--- src/sv/triangle_unit_normal_assert.svh ---
// ----------------------------------------------------------------------------
// Assertion macros for the triangle unit normal block
// Shared properties clocked on clk; the first two are disabled in reset.
// ----------------------------------------------------------------------------
`ifndef TRIANGLE_UNIT_NORMAL_ASSERT_SVH
`define TRIANGLE_UNIT_NORMAL_ASSERT_SVH

// same-cycle implication
`define TUN_ASSERT_IMPL(lbl, ante, cons) \
  lbl: assert property (@(posedge clk) disable iff (!rst_n) (ante) |-> (cons)) \
    else $error("assertion failed");

// next-cycle implication
`define TUN_ASSERT_NEXT(lbl, ante, cons) \
  lbl: assert property (@(posedge clk) disable iff (!rst_n) (ante) |=> (cons)) \
    else $error("assertion failed");

// check that also covers the cycle after reset
`define TUN_ASSERT_RST(lbl, ante, cons) \
  lbl: assert property (@(posedge clk) (ante) |-> (cons)) \
    else $error("assertion failed");

`endif

--- src/sv/tun_pkg.sv ---
`timescale 1ns / 1ps
// ----------------------------------------------------------------------------
// tun_pkg
// Shared constants and the stage control type of the unit normal pipeline.
// ----------------------------------------------------------------------------
package tun_pkg;

  localparam int COORD_WIDTH   = 16;
  localparam int OUT_FRAC_BITS = 14;
  localparam int NORM_WIDTH    = 16;

  typedef struct packed {
    logic       valid;
    logic       degen;
    logic [2:0] neg;
  } tun_ctl_t;

endpackage

--- src/sv/tun_root_step.sv ---
`timescale 1ns / 1ps
// ----------------------------------------------------------------------------
// tun_root_step
// One quotient bit of floor(|c| * 2^F / sqrt(s)) for all three components.
// ----------------------------------------------------------------------------
module tun_root_step #(
  parameter int SW  = 4 * (tun_pkg::COORD_WIDTH + 1) + 2,
  parameter int RW  = SW + 2 * tun_pkg::OUT_FRAC_BITS + 3,
  parameter int QW  = tun_pkg::OUT_FRAC_BITS + 1,
  parameter int BIT = 0
) (
  input  logic                clk,
  input  logic                rst_n,
  input  logic                adv,
  input  tun_pkg::tun_ctl_t   ctl_i,
  input  logic [SW-1:0]       s_i,
  input  logic [2:0][RW-1:0]  r_i,
  input  logic [2:0][RW-1:0]  p_i,
  input  logic [2:0][QW-1:0]  q_i,
  output tun_pkg::tun_ctl_t   ctl_o,
  output logic [SW-1:0]       s_o,
  output logic [2:0][RW-1:0]  r_o,
  output logic [2:0][RW-1:0]  p_o,
  output logic [2:0][QW-1:0]  q_o
);

  tun_pkg::tun_ctl_t    ctl_r;
  logic [SW-1:0]        s_r;
  logic [2:0][RW-1:0]   r_r, r_nxt, p_r, p_nxt, d;
  logic [2:0][QW-1:0]   q_r, q_nxt;
  logic [2:0]           fits;

  always_comb begin
    for (int k = 0; k < 3; k++) begin
      d[k]     = (p_i[k] << (BIT + 1)) + (RW'(s_i) << (2 * BIT));
      fits[k]  = (d[k] <= r_i[k]);
      r_nxt[k] = fits[k] ? r_i[k] - d[k] : r_i[k];
      p_nxt[k] = fits[k] ? p_i[k] + (RW'(s_i) << BIT) : p_i[k];
      q_nxt[k] = q_i[k] | (QW'(fits[k]) << BIT);
    end
  end

  always_ff @(posedge clk) begin
    if (!rst_n) begin
      ctl_r <= '0;
    end else if (adv) begin
      ctl_r <= ctl_i;
    end
  end

  always_ff @(posedge clk) begin
    if (adv) begin
      s_r <= s_i;
      r_r <= r_nxt;
      p_r <= p_nxt;
      q_r <= q_nxt;
    end
  end

  assign ctl_o = ctl_r;
  assign s_o   = s_r;
  assign r_o   = r_r;
  assign p_o   = p_r;
  assign q_o   = q_r;

endmodule

--- config.mk ---
export PLATFORM = sky130hd
export DESIGN_NAME = tun_root_step
export DESIGN_NICKNAME = d
export VERILOG_FILES = /design/src/sv/triangle_unit_normal_assert.svh /design/src/sv/tun_pkg.sv /design/src/sv/tun_root_step.sv
export SDC_FILE = /design/constraint.sdc
export NUM_CORES = 2
export LEC_CHECK = 0
export BUFFER_PORTS_ARGS = -buffer_cell sky130_fd_sc_hd__buf_2
export CAP_MARGIN = 10
export CORE_AREA = 2 2 574 576
export CTS_BUF_LIST = sky130_fd_sc_hd__clkbuf_16
export CTS_CLUSTER_SIZE = 20
export DETAILED_ROUTE_END_ITERATION = 6
export DIE_AREA = 0 0 576 578
export PLACE_DENSITY = 0.36
export SLEW_MARGIN = 20
export SYNTH_ARGS = -nofsm -noshare
export SYNTH_HDL_FRONTEND = slang
export SYNTH_SLANG_ARGS = --single-unit
--- constraint.sdc ---
create_clock -name clk -period 10.1 [get_ports clk]
set_input_delay 2.02 -clock clk [delete_from_list [all_inputs] [get_ports clk]]
set_output_delay 2.02 -clock clk [all_outputs]
set_load 0.005 [all_outputs]
# Yosys cells after proc, flatten, opt, wreduce, memory -nomap -nowiden
# Cells that the tools add are included.
[totals]
out_inout_bits = 726
register_bits = 726
word_cells = 34
[op_classes]
magnitude_cmp = 3
n_bitwise = 3
mux = 6
add_sub_neg = 9
[op_table]
columns = ["cell", "count"]
rows = [
  ["adder 101 x 70 -> 101 bit", 6],
  ["2-to-1 mux 101 bit", 6],
  ["<= comparator 101 bit", 3],
  ["subtractor 101 bit", 3],
  ["OR 15 x 1 -> 15 bit", 3],
]

# Logic depth before layout (Yosys ltp)
[logic_depth]
depth_word = 3
mapped_depth = 32
mapped_depth_nobuf = 28

# Worst setup path after synthesis
# OpenSTA, ideal clock, no wires.
[synth_timing]
path_type = "input port to flip-flop"
from = "in s_i[1]"
to = "reg p_r (netlist bit p_o[87]) (data pin)"
n_path_buf = 3
setup_slack_ns = 2.336
t_arrival_ns = 7.507
cell_stages = 30
path_cell_list = "ha_1 -> inv_1 -> fa_1 -> nor2b_1 -> o31a_1 -> o31ai_2 -> nand4b_1 -> a31oi_1 -> nand2_1 -> a21oi_1 -> o31ai_1 -> o31a_1 -> a41o_1 -> buf_2 -> xnor2_1 -> ha_1 -> clkbuf_1 -> nand4_1 -> or2_2 -> nor3_2 -> nand4_1 -> or4_1 -> o211ai_2 -> a21o_2 -> nor2_2 -> o22ai_4 -> and2_1 -> buf_4 -> nand3_1 -> xnor2_1"
[synth_rtl]
columns = ["element", "line", "text"]
rows = [
  ["start: declaration", "tun_root_step.sv:16", "input logic [SW-1:0] s_i,"],
  ["end signal: assignment", "tun_root_step.sv:55", "p_r <= p_nxt;"],
  ["end: declaration", "tun_root_step.sv:29", "logic [2:0][RW-1:0] r_r, r_nxt, p_r, p_nxt, d;"],
]

==> summary.txt <==
STA
  – Hold Fails Final Rpt: 0
  – Max Fclk: 0.106 GHz
  – Tmin final: 9440 ps
  – RSZ-0062 raised after global routing: no
  – Final setup TNS: 0 ps
  – Setup slack after layout: 664 ps
  – Final worst clock skew: 0 ps
  – Crit share post-route: 93.4%
  – Slew HR: 16.9%
  – Setup violators final: 0
  – Slew Limit Fails: 0
  – Worst slew pin tran: 1240 ps

Floorplan
  – Row cnt: 210
  – Die extent in x: 576 um
  – Starting Density: 22.6%
  – DIE AREA: 0.333 mm2
  – Die Y: 578 um
  – I/O pin cnt: 1455
  – Core Region: 0.326 mm2

Detailed routing
  – Vias: 76780
  – Pre-antenna DRT Iters: 6
  – Routed Antenna Nets: 0
  – DR vias/cell: 5.16
  – Wirelength per Cell: 29.7 um
  – DRT Wirelength: 443000 um
  – DR iter-0 viols: 6312
  – DRC Markers: 0

Setup path
  – Top Family by Delay on Critical Path: compound AO/OA/AOI/OAI gates
  – Critical path capture point type: flop
  – Worst Path Arrival: 10010 ps
  – Kind of critical path: input port to flop
  – CP Launch Type: input port
  – WP buf/inv: 7
  – Most used cell, CP: buf_4
  – Largest stage delay, worst path: 560 ps
  – CP max stage cell: o21ai_0
  – Worst EP required: 10680 ps
  – Worst-path fanout max: 17

Clock tree
  – Setup Fix Bufs, Post-CTS: 0
  – Resize count post-CTS: 0
  – CTS H-tree depth: 3
  – Worst-Skew Late Latency: 880 ps
  – CTS max path bufs: 4
  – CTS Sinks: 726
  – Clk slew on worst S/H paths: 60 ps
  – Hold buffer count at CTS: 0
  – CTS Buf Count: 108
  – CTS tree: yes
  – CTS root buf: clkbuf_16

Global routing
  – Gr ovfl total: 0
  – Total track usage: 25.4%
  – First-pass GRT wire length: 599000 um
  – Initial antenna violation count: 147
  – Largest net degree at the start of global routing: 144
  – Number of global-route vias before repair: 74394

Synth
  – Syn_area_per_cell: 8.23 um2
  – EDFF count, synth: 721
  – Mapped cell area: 0.0737 mm2
  – Cells after synthesis: 8952
  – Area contributors post-synth: edfxtp_1 29%, ha_1 12%, a21oi_1 7.9%
  – Most used DFF post-synth: edfxtp_1
  – Post-synth ARST share: 0%
  – Syn nets: 10410
  – Top-area cell type share of the netlist area: 29.4%
  – Sequential share of the synthesized area: 29.5%
  – Synth Register Bits: 726
  – Yosys cell types: 108
  – Post-synth top area cell: edfxtp_1
  – Synthesis warning total: 0

Finish
  – Design area: 0.0910 mm2
  – # fillers: 35752
  – Fraction of layout cells with a size suffix above 1: 19.5%
  – Multi-input gate area: 0.0495 mm2
  – Final #Nets: 11874
  – FF/Latch Area: 0.0218 mm2
  – Layout area overhead: 23.5%

Flow run
  – Max-cap viol count: 0

Run status
  – Status: finished clean

Power
  – Worst vdd ir: 0.000150 V
  – Total power: 15.2 mW
  – Pwr Density: 167 mW/mm2
  – P_leak: 38.6 nW

Placement
  – DPL Wire Length: 377000 um
  – Worst slack, placed: -31.0 ps
  – Port bufs: 1454
  – GP Congestion: 0.921
  – Dpl cell area: 0.0875 mm2

Hold path
  – HP Class: flop to flop
[through the flow]
step	hold WS [ps]	util [%]	std cells
after floorplan	507	-	8952
after global placement	494	26.8	14651
after detailed placement	503	26.8	14652
after CTS	515	27.9	14839
after global routing	585	27.9	14866
final	511	27.9	14889
[worst reg2reg max path: stages (launching register included)]
cell and delay, ps:
dfxtp_1 320, mux2i_1 120, nor2b_1 60
[placed cells by master, fill, tap and decap left out, types with 67 or more instances in the layout]
cell	synthesis	routed
a21o_1	461	461
a21oi_1	1164	1164
a31oi_1	99	99
and3_1	105	105
buf_2	74	1453
buf_4	4	282
clkbuf_16	0	110
edfxtp_1	721	721
ha_1	720	720
inv_1	236	252
nand2_1	971	971
nand2b_1	88	88
nand3_1	185	185
nand4_1	257	257
nor2_1	780	780
nor2b_1	86	86
nor3_1	123	121
o21a_1	77	77
o21ai_0	666	666
o21ai_1	67	67
o21bai_1	155	155
xnor2_1	502	502
xor2_1	368	368
[layer usage]
layer	share of wire, %	vias up	track usage [%]
met5	0.036	-	0
met1	46	37337	34.6
met4	4.2	26	9.67
met3	6.0	492	4.09
li1	-	36165	-
met2	44	2760	40.1
[area by class of cell]
class                      count  share of cell area (%)
multi-input combinational   7580                    54.3
sequential                   726                    23.9
timing repair buffer        1764                    10.9
tap                         4346                    5.97
clock buffer                 110                    3.02
inverter                     236                   0.973
clock inverter                77                   0.745
antenna                       50                   0.137
[logic make-up after synthesis]
logic type,after synthesis,share of synthesized area (%)
AO/OA/AOI/OAI,3122,26.0
XOR/XNOR,870,10.3
adder cells (fa/ha/maj),729,12.5
buffers and inverters,646,3.48
flip-flops,726,29.5
multiplexers,28,0.423
AND/OR/NAND/NOR,2831,17.8
[flip-flops by register name (all words and copies together), names as in the netlist]
signal / count
q_o: 45
ctl_o: 5
r_o: 303
p_o: 303
s_o: 70
[synth_stat cells (99+ instances only)]
library cell / number
a21o_1: 461
a21oi_1: 1164
a31oi_1: 99
and3_1: 105
clkbuf_1: 325
edfxtp_1: 721
ha_1: 720
inv_1: 236
nand2_1: 971
nand3_1: 185
nand4_1: 257
nor2_1: 780
nor3_1: 123
o21ai_0: 666
o21bai_1: 155
xnor2_1: 502
xor2_1: 368
[power by group]
part	internal (mW)	switching (mW)	leakage, nW
Combinational	2.56	4.57	29.8
Sequential	3.90	0.241	7.10
Clock	2.24	1.67	1.71
Total	8.69	6.49	38.6
[path summary, 6_finish.rpt]
check	depth (start not counted)	endpoint	slack [ps]	start
setup reg to reg	2	ctl_o[2]	9500	ctl_o[2]
setup / recovery	31	r_o[258]	660	s_i[1]
hold reg to reg	2	ctl_o[0]	510	ctl_o[0]
hold / removal	2	ctl_o[0]	510	ctl_o[0]
(Power assumes the default switching activity.)
